### src/design/sha256_pkg.sv
// ----------------------------------------------------------------------------
// SHA-256 engine package
// Shared word type, round constants, initial chaining value, sigma functions
// and control structs for the round unit and the message schedule.
// ----------------------------------------------------------------------------
package sha256_pkg;

    typedef logic [31:0] word_t;

    localparam int ROUNDS = 64;
    localparam int ROUND_W = $clog2(ROUNDS);
    localparam int CHAIN_N = 8;
    localparam int BLOCK_N = 16;

    localparam word_t ROUND_K [ROUNDS] = '{
        32'h428a2f98, 32'h71374491, 32'hb5c0fbcf, 32'he9b5dba5,
        32'h3956c25b, 32'h59f111f1, 32'h923f82a4, 32'hab1c5ed5,
        32'hd807aa98, 32'h12835b01, 32'h243185be, 32'h550c7dc3,
        32'h72be5d74, 32'h80deb1fe, 32'h9bdc06a7, 32'hc19bf174,
        32'he49b69c1, 32'hefbe4786, 32'h0fc19dc6, 32'h240ca1cc,
        32'h2de92c6f, 32'h4a7484aa, 32'h5cb0a9dc, 32'h76f988da,
        32'h983e5152, 32'ha831c66d, 32'hb00327c8, 32'hbf597fc7,
        32'hc6e00bf3, 32'hd5a79147, 32'h06ca6351, 32'h14292967,
        32'h27b70a85, 32'h2e1b2138, 32'h4d2c6dfc, 32'h53380d13,
        32'h650a7354, 32'h766a0abb, 32'h81c2c92e, 32'h92722c85,
        32'ha2bfe8a1, 32'ha81a664b, 32'hc24b8b70, 32'hc76c51a3,
        32'hd192e819, 32'hd6990624, 32'hf40e3585, 32'h106aa070,
        32'h19a4c116, 32'h1e376c08, 32'h2748774c, 32'h34b0bcb5,
        32'h391c0cb3, 32'h4ed8aa4a, 32'h5b9cca4f, 32'h682e6ff3,
        32'h748f82ee, 32'h78a5636f, 32'h84c87814, 32'h8cc70208,
        32'h90befffa, 32'ha4506ceb, 32'hbef9a3f7, 32'hc67178f2
    };

    localparam word_t CHAIN_IV [CHAIN_N] = '{
        32'h6a09e667, 32'hbb67ae85, 32'h3c6ef372, 32'ha54ff53a,
        32'h510e527f, 32'h9b05688c, 32'h1f83d9ab, 32'h5be0cd19
    };

    localparam word_t PAD_MARK = 32'h80000000;

    typedef struct packed {
        logic                 load;
        logic                 step;
        logic [ROUND_W-1:0]   round;
    } rnd_ctrl_t;

    typedef struct packed {
        logic  push;
        logic  shift;
        word_t word;
    } sched_ctrl_t;

    function automatic word_t rotr(input word_t x, input int n);
        rotr = (x >> n) | (x << (32 - n));
    endfunction

    function automatic word_t big_sig0(input word_t x);
        big_sig0 = rotr(x, 2) ^ rotr(x, 13) ^ rotr(x, 22);
    endfunction

    function automatic word_t big_sig1(input word_t x);
        big_sig1 = rotr(x, 6) ^ rotr(x, 11) ^ rotr(x, 25);
    endfunction

    function automatic word_t sml_sig0(input word_t x);
        sml_sig0 = rotr(x, 7) ^ rotr(x, 18) ^ (x >> 3);
    endfunction

    function automatic word_t sml_sig1(input word_t x);
        sml_sig1 = rotr(x, 17) ^ rotr(x, 19) ^ (x >> 10);
    endfunction

endpackage

### src/design/sha256_hash_engine_unit.sv
// ----------------------------------------------------------------------------
// SHA-256 hash engine
// Streams big-endian message words, compresses each 64-byte block, pads the
// final word with the configured prefix length and returns the digest.
//
// channel | dir | handshake               | payload
// s_      | in  | s_tvalid / s_tready     | s_tdata, s_tuser (func), s_tlast
// m_      | out | m_tvalid / m_tready     | m_tdata, m_tlast (digest_last)
// cfg_    | in  | cfg_valid / cfg_ready   | cfg_data (prefix_bytes)
//
// A word that does not fill a block is only stored; the sixteenth word of a
// block runs the 64 rounds of the shared round unit, then one chain update.
// A final word pads into one or two blocks, one word per cycle outside compression.
// The digest leaves as eight beats, each held until m_tready.
// s_tready stays low from block fill until the chain update, and from a final
// word until the last digest beat.
// Reset loads the initial chaining value and clears counts and prefix.
// ----------------------------------------------------------------------------
module sha256_hash_engine_unit (
    input  logic        aclk,
    input  logic        aresetn,
    input  logic        s_tvalid,
    output logic        s_tready,
    input  logic [39:0] s_tdata,   // word_index[2:0], data[34:3], valid_bytes[37:35]
    input  logic [0:0]  s_tuser,   // func[0]
    input  logic        s_tlast,
    output logic        m_tvalid,
    input  logic        m_tready,
    output logic [39:0] m_tdata,   // digest_word[31:0], digest_index[34:32]
    output logic        m_tlast,
    input  logic        cfg_valid,
    output logic        cfg_ready,
    input  logic [39:0] cfg_data
);

    localparam logic [2:0] ST_IDLE   = 3'd0;
    localparam logic [2:0] ST_PAD    = 3'd1;
    localparam logic [2:0] ST_COMP   = 3'd2;
    localparam logic [2:0] ST_FINAL  = 3'd3;
    localparam logic [2:0] ST_DIGEST = 3'd4;

    localparam logic [2:0] PH_NONE = 3'd0;
    localparam logic [2:0] PH_MARK = 3'd1;
    localparam logic [2:0] PH_ZERO = 3'd2;
    localparam logic [2:0] PH_LO   = 3'd3;
    localparam logic [2:0] PH_DONE = 3'd4;

    localparam logic       FUNC_LOAD   = 1'b1;
    localparam logic [3:0] FILL_LEN_HI = 4'd14;
    localparam logic [3:0] FILL_LAST   = 4'd15;
    localparam logic [2:0] IDX_LAST    = 3'd7;
    localparam logic [2:0] NV_FULL     = 3'd4;
    localparam logic [sha256_pkg::ROUND_W-1:0] ROUND_LAST = '1;

    logic [2:0]                                  state_reg, state_next;
    logic [2:0]                                  phase_reg, phase_next;
    logic [sha256_pkg::ROUND_W-1:0]              round_reg, round_next;
    logic [3:0]                                  fill_reg, fill_next;
    logic [40:0]                                 byte_cnt_reg, byte_cnt_next;
    logic [39:0]                                 prefix_reg, prefix_next;
    logic [2:0]                                  idx_reg, idx_next;
    sha256_pkg::word_t [sha256_pkg::CHAIN_N-1:0] chain_reg, chain_next;
    sha256_pkg::word_t [sha256_pkg::CHAIN_N-1:0] vars;

    logic              in_acc;
    logic              out_acc;
    logic              in_func;
    logic [2:0]        in_widx;
    sha256_pkg::word_t in_data;
    logic [2:0]        in_nv;
    logic [2:0]        nv_clip;
    sha256_pkg::word_t first_pad;
    sha256_pkg::word_t pad_word;
    logic [41:0]       len_bytes;
    logic [44:0]       len_bits;
    logic              push;
    sha256_pkg::word_t push_word;
    logic              block_full;
    sha256_pkg::word_t sched_w;

    sha256_pkg::rnd_ctrl_t   rnd_ctrl;
    sha256_pkg::sched_ctrl_t sched_ctrl;

    assign s_tready  = (state_reg == ST_IDLE);
    assign cfg_ready = 1'b1;
    assign in_acc    = s_tvalid && s_tready;
    assign out_acc   = m_tvalid && m_tready;

    assign in_func = s_tuser[0];
    assign in_widx = s_tdata[2:0];
    assign in_data = s_tdata[34:3];
    assign in_nv   = s_tdata[37:35];
    assign nv_clip = (in_nv > NV_FULL) ? NV_FULL : in_nv;

    assign len_bytes = {2'b00, prefix_reg} + {1'b0, byte_cnt_reg};
    assign len_bits  = {len_bytes, 3'b000};

    always_comb begin
        case (nv_clip)
            3'd0:    first_pad = sha256_pkg::PAD_MARK;
            3'd1:    first_pad = {in_data[31:24], 24'h800000};
            3'd2:    first_pad = {in_data[31:16], 16'h8000};
            3'd3:    first_pad = {in_data[31:8], 8'h80};
            default: first_pad = in_data;
        endcase
    end

    always_comb begin
        case (phase_reg)
            PH_MARK: pad_word = sha256_pkg::PAD_MARK;
            PH_ZERO: pad_word = (fill_reg == FILL_LEN_HI) ? {19'd0, len_bits[44:32]} : '0;
            PH_LO:   pad_word = len_bits[31:0];
            default: pad_word = '0;
        endcase
    end

    always_comb begin
        push      = 1'b0;
        push_word = pad_word;
        if (state_reg == ST_IDLE && in_acc && in_func != FUNC_LOAD) begin
            push      = 1'b1;
            push_word = s_tlast ? first_pad : in_data;
        end else if (state_reg == ST_PAD) begin
            push = 1'b1;
        end
    end

    assign block_full = push && (fill_reg == FILL_LAST);

    always_comb begin
        state_next    = state_reg;
        phase_next    = phase_reg;
        round_next    = round_reg;
        fill_next     = push ? fill_reg + 4'd1 : fill_reg;
        byte_cnt_next = byte_cnt_reg;
        prefix_next   = (cfg_valid && cfg_ready) ? cfg_data : prefix_reg;
        idx_next      = idx_reg;
        chain_next    = chain_reg;
        case (state_reg)
            ST_IDLE: begin
                if (in_acc) begin
                    if (in_func == FUNC_LOAD) begin
                        chain_next[in_widx] = in_data;
                    end else begin
                        if (s_tlast) begin
                            byte_cnt_next = byte_cnt_reg + {38'd0, nv_clip};
                            phase_next    = (nv_clip == NV_FULL) ? PH_MARK : PH_ZERO;
                            state_next    = ST_PAD;
                        end else begin
                            byte_cnt_next = byte_cnt_reg + 41'd4;
                        end
                        if (block_full) begin
                            state_next = ST_COMP;
                        end
                    end
                end
            end
            ST_PAD: begin
                case (phase_reg)
                    PH_MARK: phase_next = PH_ZERO;
                    PH_ZERO: phase_next = (fill_reg == FILL_LEN_HI) ? PH_LO : PH_ZERO;
                    PH_LO:   phase_next = PH_DONE;
                    default: phase_next = phase_reg;
                endcase
                if (block_full) begin
                    state_next = ST_COMP;
                end
            end
            ST_COMP: begin
                round_next = round_reg + 1'b1;
                if (round_reg == ROUND_LAST) begin
                    state_next = ST_FINAL;
                end
            end
            ST_FINAL: begin
                for (int i = 0; i < sha256_pkg::CHAIN_N; i++) begin
                    chain_next[i] = chain_reg[i] + vars[i];
                end
                if (phase_reg == PH_DONE) begin
                    state_next = ST_DIGEST;
                end else if (phase_reg == PH_NONE) begin
                    state_next = ST_IDLE;
                end else begin
                    state_next = ST_PAD;
                end
            end
            ST_DIGEST: begin
                if (out_acc) begin
                    idx_next = idx_reg + 3'd1;
                    if (idx_reg == IDX_LAST) begin
                        for (int i = 0; i < sha256_pkg::CHAIN_N; i++) begin
                            chain_next[i] = sha256_pkg::CHAIN_IV[i];
                        end
                        byte_cnt_next = '0;
                        phase_next    = PH_NONE;
                        state_next    = ST_IDLE;
                    end
                end
            end
            default: begin
                state_next = ST_IDLE;
            end
        endcase
    end

    always_ff @(posedge aclk) begin
        if (!aresetn) begin
            state_reg    <= ST_IDLE;
            phase_reg    <= PH_NONE;
            round_reg    <= '0;
            fill_reg     <= '0;
            byte_cnt_reg <= '0;
            prefix_reg   <= '0;
            idx_reg      <= '0;
            for (int i = 0; i < sha256_pkg::CHAIN_N; i++) begin
                chain_reg[i] <= sha256_pkg::CHAIN_IV[i];
            end
        end else begin
            state_reg    <= state_next;
            phase_reg    <= phase_next;
            round_reg    <= round_next;
            fill_reg     <= fill_next;
            byte_cnt_reg <= byte_cnt_next;
            prefix_reg   <= prefix_next;
            idx_reg      <= idx_next;
            chain_reg    <= chain_next;
        end
    end

    assign rnd_ctrl.load  = block_full;
    assign rnd_ctrl.step  = (state_reg == ST_COMP);
    assign rnd_ctrl.round = round_reg;

    assign sched_ctrl.push  = push;
    assign sched_ctrl.shift = (state_reg == ST_COMP);
    assign sched_ctrl.word  = push_word;

    sha256_sched u_sched (
        .aclk  (aclk),
        .ctrl  (sched_ctrl),
        .w_out (sched_w)
    );

    sha256_round u_round (
        .aclk     (aclk),
        .ctrl     (rnd_ctrl),
        .chain_in (chain_reg),
        .w_in     (sched_w),
        .vars_out (vars)
    );

    assign m_tvalid = (state_reg == ST_DIGEST);
    assign m_tdata  = {5'd0, idx_reg, chain_reg[idx_reg]};
    assign m_tlast  = (idx_reg == IDX_LAST);

`ifndef SYNTHESIS
    a_comp_to_final: assert property (@(posedge aclk) disable iff (!aresetn)
        (state_reg == ST_COMP && round_reg == ROUND_LAST) |=> (state_reg == ST_FINAL))
        else $error("compression did not end in chain update");

    a_digest_block_aligned: assert property (@(posedge aclk) disable iff (!aresetn)
        (state_reg == ST_DIGEST) |-> (fill_reg == 4'd0 && phase_reg == PH_DONE))
        else $error("digest with partial block");

    a_no_input_while_busy: assert property (@(posedge aclk) disable iff (!aresetn)
        (m_tvalid || state_reg == ST_COMP) |-> !s_tready)
        else $error("input ready while busy");

    a_full_starts_comp: assert property (@(posedge aclk) disable iff (!aresetn)
        block_full |=> (state_reg == ST_COMP && round_reg == '0))
        else $error("full block did not start compression");
`endif

endmodule

### src/design/sha256_sched.sv
// ----------------------------------------------------------------------------
// SHA-256 message schedule
// Sixteen-word shift window: takes block words as they arrive, then expands
// one schedule word per round while handing the oldest word to the round unit.
// ----------------------------------------------------------------------------
module sha256_sched (
    input  logic                    aclk,
    input  sha256_pkg::sched_ctrl_t ctrl,
    output sha256_pkg::word_t       w_out
);

    sha256_pkg::word_t [sha256_pkg::BLOCK_N-1:0] win_reg;
    sha256_pkg::word_t [sha256_pkg::BLOCK_N-1:0] win_next;
    sha256_pkg::word_t                           expand_word;

    always_comb begin
        expand_word = sha256_pkg::sml_sig1(win_reg[14]) + win_reg[9]
                    + sha256_pkg::sml_sig0(win_reg[1]) + win_reg[0];
        win_next = win_reg;
        if (ctrl.push) begin
            win_next = {ctrl.word, win_reg[sha256_pkg::BLOCK_N-1:1]};
        end else if (ctrl.shift) begin
            win_next = {expand_word, win_reg[sha256_pkg::BLOCK_N-1:1]};
        end
    end

    always_ff @(posedge aclk) begin
        win_reg <= win_next;
    end

    assign w_out = win_reg[0];

endmodule

### src/design/sha256_round.sv
// ----------------------------------------------------------------------------
// SHA-256 round unit
// Working variables a..h and one compression round, stepped once per cycle on step.
// ----------------------------------------------------------------------------
module sha256_round (
    input  logic                                        aclk,
    input  sha256_pkg::rnd_ctrl_t                       ctrl,
    input  sha256_pkg::word_t [sha256_pkg::CHAIN_N-1:0] chain_in,
    input  sha256_pkg::word_t                           w_in,
    output sha256_pkg::word_t [sha256_pkg::CHAIN_N-1:0] vars_out
);

    sha256_pkg::word_t [sha256_pkg::CHAIN_N-1:0] vars_reg;
    sha256_pkg::word_t [sha256_pkg::CHAIN_N-1:0] vars_next;
    sha256_pkg::word_t                           t1;
    sha256_pkg::word_t                           t2;
    sha256_pkg::word_t                           choose;
    sha256_pkg::word_t                           major;

    always_comb begin
        choose = (vars_reg[4] & vars_reg[5]) ^ (~vars_reg[4] & vars_reg[6]);
        major  = (vars_reg[0] & vars_reg[1]) ^ (vars_reg[0] & vars_reg[2])
               ^ (vars_reg[1] & vars_reg[2]);
        t1 = vars_reg[7] + sha256_pkg::big_sig1(vars_reg[4]) + choose
           + sha256_pkg::ROUND_K[ctrl.round] + w_in;
        t2 = sha256_pkg::big_sig0(vars_reg[0]) + major;
        vars_next = vars_reg;
        if (ctrl.load) begin
            vars_next = chain_in;
        end else if (ctrl.step) begin
            vars_next[7] = vars_reg[6];
            vars_next[6] = vars_reg[5];
            vars_next[5] = vars_reg[4];
            vars_next[4] = vars_reg[3] + t1;
            vars_next[3] = vars_reg[2];
            vars_next[2] = vars_reg[1];
            vars_next[1] = vars_reg[0];
            vars_next[0] = t1 + t2;
        end
    end

    always_ff @(posedge aclk) begin
        vars_reg <= vars_next;
    end

    assign vars_out = vars_reg;

endmodule

### config.mk
export PLATFORM = sky130hd
export DESIGN_NAME = sha256_hash_engine_unit
export DESIGN_NICKNAME = d
export VERILOG_FILES = /design/src/design/sha256_pkg.sv /design/src/design/sha256_hash_engine_unit.sv /design/src/design/sha256_sched.sv /design/src/design/sha256_round.sv
export SDC_FILE = /design/constraint.sdc
export NUM_CORES = 2
export LEC_CHECK = 0
export ABC_AREA = 1
export BUFFER_PORTS_ARGS = -buffer_cell sky130_fd_sc_hd__buf_2
export CORE_UTILIZATION = 30
export CTS_CLUSTER_SIZE = 10
export DETAILED_ROUTE_END_ITERATION = 10
export GPL_ROUTABILITY_DRIVEN = 0
export HOLD_SLACK_MARGIN = 0.05
export PLACE_DENSITY = 0.54
export SLEW_MARGIN = 20
export SYNTH_ARGS = -nofsm -noshare
export SYNTH_HDL_FRONTEND = slang
export SYNTH_SLANG_ARGS = --single-unit
### constraint.sdc
create_clock -name aclk -period 23.9 [get_ports aclk]
set_clock_uncertainty 0.15 [all_clocks]
set_input_delay 4.78 -clock aclk [delete_from_list [all_inputs] [get_ports aclk]]
set_output_delay 4.78 -clock aclk [all_outputs]
set_load 0.03 [all_outputs]
Word-level counts from Yosys, hierarchy flattened:

Memory sizes are Yosys's and may differ from the RTL's.
Cells that the tools add are included.

* register bits after elaboration: 1124
* memory bits (read-only): 2048
* output and inout bits: 44
* logic and storage cells: 191
* memories kept: 1

* $add $sub $neg: 24
* $lt $le $gt $ge: 5
* equal/unequal tests: 26
* muxes and demuxes: 48
* bitwise operators: 29
* reduce and logical (&&, ||, !) cells: 19

Memory list
* (name not given): depth 64, width 32, read ports 1, clocked after Yosys merged registers in 0, write ports 0, line sha256_round.sv:25 `+ sha256_pkg::ROUND_K[ctrl.round] + w_in;`

Operators with widths (number)
* two-way mux 256 bit: 6
* two-way mux 512 bit: 2
* case mux 256 bit (3 select lines): 1
* adder 32 bit: 18
* bitwise XOR 32 bit: 9
* bitwise mux 256 bit: 1
* two-way mux 41 bit: 5
* two-way mux 32 bit: 6
* bitwise AND 32 bit: 5
* case mux 32 bit (4 select lines): 1
* binary-select mux 32 bit (select 3 bit): 1
* demux 32 bit (select 3 bit): 1
* case mux 32 bit (3 select lines): 1
* case mux 41 bit (2 select lines): 1
* adder 40 x 41 -> 42 bit: 1
* adder 41 x 3 -> 41 bit: 1
* adder 41 x 3 -> 41 bit, second input constant: 1
* two-way mux 3 bit: 13
* inverter 32 bit: 1
* OR 10 x 32 -> 32 bit: 1
* OR 13 x 32 -> 32 bit: 1
* OR 14 x 32 -> 32 bit: 1
* OR 15 x 32 -> 32 bit: 1
* OR 19 x 32 -> 32 bit: 1
* other kinds (37): 71

Longest topological paths before layout:

* depth after elaboration: 10
* depth in mapped cells: 43
* depth with buffers taken out: 42

Modules after synthesis:

A second synthesis with hierarchy kept.

* cell total of the unflattened synthesis: 11320
* area total of the unflattened synthesis: 82791.9 µm²

Modules (own cells, without submodules)
* sha256_hash_engine_unit: times used 1, cells each 6600, area an instance 37339.6 µm², seq. area each 7126.8 µm²
* sha256_round: times used 1, cells each 3312, area an instance 24553.5 µm², seq. area each 7687.4 µm²
* sha256_sched: times used 1, cells each 1408, area an instance 20898.8 µm², seq. area each 15374.7 µm²

Least setup slack after synthesis:

Ideal clock, no wire load.

* path type: input -> register
* start point: in s_tvalid
* end point: reg u_sched.win_reg, in the netlist u_sched.w_out[0] (enable)
* setup time: 3638 ps
* data arrival time: 13722 ps
* data required time: 20112 ps
* setup slack: 6390 ps
* cell stages on the path: 7
* cell sequence: inv_1 nor2_1 nand2_1 inv_2 nor2_4 buf_1 nand2_1

* longest elaborated chain between the ends: 5

RTL lines
* start, declared: line sha256_hash_engine_unit.sv:22 `input logic s_tvalid,`
* logical AND 1 bit: line sha256_hash_engine_unit.sv:86 `assign in_acc = s_tvalid && s_tready;`
* logical AND 1 bit (2 in a row): line sha256_hash_engine_unit.sv:120 `if (state_reg == ST_IDLE && in_acc && in_func != FUNC_LOAD) begin`
* two-way mux 1 bit: line sha256_hash_engine_unit.sv:120
* nonzero test 2 bit (no line)
* end signal, assigned: line sha256_sched.sv:28 `win_reg <= win_next;`
* end, declared: line sha256_sched.sv:12 `sha256_pkg::word_t [sha256_pkg::BLOCK_N-1:0] win_reg;`

No other way between the ends.
A chain may end at the register's enable or synchronous reset.

==> reports/qor.yml <==
status:
  status: "complete, no violations"
worst_setup_path:
  cp.required_ns: 24.31
  critPathLaunchType: "flip-flop"
  reg2regPathDepth: 33
  path_class: "flip-flop to flip-flop"
  r2r_start: "round_reg[0]$_SDFFE_PN0P_"
  slowest_stage: "xor2_1"
  cpMostUsedCell: "nand2_1"
  cp.arrival_ns: 11.14
  rrSetupSlack_ns: 13.18
  slowest_delay_ns: 1.00
  worstPathMaxFanout: 16
  r2r_end: "u_round.vars_out[31]$_DFFE_PP_"
  worstSetupEndpointType: "flip-flop"
clocking:
  h-tree-depth: 4
  root_buffer: "clkbuf_16"
  clk_latency_ns: 0.84
  cts_resized: 0
  clkSinkCount: 1124
  postCtsHoldBufs: 0
  path_clk_slew_ns: 0.07
  cts_buffers: 138
  cts_setup_buffers: 0
  cts_buffer_depth: 3
  cts_tree: "built"
cells_and_area:
  final_common_cell: "nand2_1"
  final_nets: 11140
  area_delta_synth_final_pct: 10.63
  drive_above_1_share: 0.04942
  fillCellCount: 28540
  multi_input_area_um2: 44180
  final_cell_mix: "2,331 x nand2_1, 1,197 x inv_1, 1,126 x a21oi_1, 1,044 x o21ai_0, 783 x nor2_1"
  ff_latch_area_um2: 30200
sta:
  final_max_slew_viol_count: 0
  slew-limit-headroom: 0.1275
  min_period_ns: 10.72
  hold_violations: 0
  fin_crit_sh: 0.4487
  setup_viol: 0
  setup_tns_ns: 0
  rsz0062_at_grt: "false"
  max_freq_mhz: 93.24
  tightestPinTransition_ns: 1.304
die:
  coreArea_um2: 266000
  die_y_um: 520.0
  initial_core_util: 0.3026
  design.die.area_um2: 270400
  ioPinCount: 131
  dieWidth_um: 520.0
  rows: 189
logic_synthesis:
  avgSynthCellArea_um2: 7.693
  async_flop_share: 0
  ys_types: 62
  syn_area_um2: 80510
  syn_inst: 10470
  synth_ff_type: "edfxtp_1"
  synth_seq_cells: 1124
  yosys_warnings: 0
  ys_seq_area_frac: 0.3750
  synth-edff-count: 768
placed_design:
  port_buffers: 122
  dp_hpwl_um: 275200
pwr:
  p_per_area_nw_per_um2: 95.05
  p_sw_mw: 3.660
  comb_power_share: 0.458
  p_leak_nw: 37.11
  peakVddDrop_uv: 90.51
  pwr-share-seq: 0.301
  power.total_mw: 8.466
  swShare: 0.4323
  p_int_mw: 4.806
  power_frac_clock: 0.241
grt:
  busiest_layer: "met2"
  grt_overflow: 0
  grt_usage: 0.2585
  use_met2: 0.3598
  grt_use_met1: 0.3580
  use_met3: 0.06984
  grt_first_pass_wirelength_um: 505700
  antenna_found_initial: 31
  first_global_vias: 69550
  grt_max_degree: 163
worst_hold_path:
  hold_depth: 0
  worstHoldEndpoint: "u_sched.win_reg[463]$_DFFE_PP_"
  min-delay-start: "u_sched.win_reg[495]$_DFFE_PP_"
  hold_path.class: "flip-flop to flip-flop"
drt:
  via_per_inst: 5.536
  wire_per_inst_um: 25.71
  vias: 77840
  drtPass1Iterations: 8
  drt_iter0_drc: 11090
  ant_nets: 0
  routed_wl_um: 361500
  drc: 0
flow_run:
  maxCapViolCount: 0
-- power groups by stage --
stage               Combinational (mW)  Clock [mW]  Sequential [mW]
global route                      4.26        2.14             2.56
detailed placement                3.74           0             2.59
CTS                               3.76        2.06             2.55
floorplan                         2.55           0             2.57
global placement                  3.75           0             2.58
finish                            3.88        2.04             2.55
-- synthesized netlist by cell type, drive strengths merged (9+ instances only) --
library cell  number  area share
xor2             179       0.019
a21o              52      0.0048
nor2             797       0.038
mux2              11      0.0015
edfxtp           768        0.29
o221ai            15      0.0016
a221oi            33      0.0036
o21ai           1060       0.066
nand2           2338        0.11
fa               197       0.049
nor4              23      0.0018
dfxtp            356       0.089
o21bai            74      0.0069
nor3             117      0.0073
o21a              46      0.0043
o211ai            74      0.0069
a31oi             78      0.0061
or2               63      0.0049
a21oi           1134       0.071
o22ai              9     0.00070
inv             1216       0.057
xnor2            154       0.017
buf              100      0.0061
a21boi            41      0.0038
nand4            101      0.0078
nand3b            41      0.0038
mux2i             11      0.0014
clkbuf           306       0.014
maj3              20      0.0025
o31ai              9     0.00084
nand3            534       0.033
a211oi            22      0.0021
ha               441       0.069
-- cell type report --
| class | instances | area share |
|---|---|---|
| well taps | 3533 | 0.04963 |
| inverters | 1222 | 0.05164 |
| flip-flops and latches | 1124 | 0.3390 |
| multi-input cells | 7717 | 0.4960 |
| diodes | 24 | 0.0006743 |
| repair buffers | 213 | 0.01474 |
| clock inverters | 31 | 0.006026 |
| clock buffers | 195 | 0.04230 |
-- critical path, delay by kind of cell, from the launching register on --
family | cells | cell delay, ns
adders and majority gates | 6 | 2.64
buffers and inverters | 5 | 0.95
and+or+nand+nor | 14 | 2.64
DFF | 1 | 0.31
xor gates and xnor gates | 1 | 1.00
AOI/OAI and AO/OA | 7 | 2.76
-- metal layers --
metal,part of all wire,wire [um]
met1,0.41,148300
met2,0.40,144000
met3,0.13,47000
met4,0.061,22090
met5,0.00022,81
-- cell families after synthesis --
kind of cell | count (synthesis) | share of synthesized area
AND/OR/NAND/NOR | 4025 | 0.2071
AO/OA/AOI/OAI | 2673 | 0.1814
buffers and inverters | 1628 | 0.07735
flip-flops | 1124 | 0.3750
adder cells (fa/ha/maj) | 658 | 0.1200
XOR/XNOR | 333 | 0.03623
multiplexers | 22 | 0.002906
other | 2 | 0.00009328
-- per-stage QoR --
step,cells,instance area [um2],setup WS (ns),hold slack (ns),utilization
global placement,13810,84700,13.84,0.2502,0.3184
CTS,14040,89010,13.77,0.2314,0.3346
floorplan,10470,80520,6.390,0.2503,-
finish,14060,89070,13.18,0.2413,0.3348
detailed placement,13810,84700,13.83,0.2545,0.3184
global route,14040,89010,13.16,0.2518,0.3346
-- worst max path at each step --
stage / end / depth (start not counted) / slack (ns) / start
floorplan: u_sched.w_out[0]$_DFFE_PP_ / 7 / 6.39 / s_tvalid
global placement: u_round.vars_out[31]$_DFFE_PP_ / 35 / 13.84 / round_reg[0]$_SDFFE_PN0P_
detailed placement: u_round.vars_out[31]$_DFFE_PP_ / 35 / 13.83 / round_reg[0]$_SDFFE_PN0P_
CTS: u_round.vars_out[31]$_DFFE_PP_ / 35 / 13.77 / round_reg[0]$_SDFFE_PN0P_
global route: u_round.vars_out[31]$_DFFE_PP_ / 33 / 13.16 / round_reg[0]$_SDFFE_PN0P_
finish: u_round.vars_out[31]$_DFFE_PP_ / 33 / 13.18 / round_reg[0]$_SDFFE_PN0P_
Power figures use the tool's default switching activity.
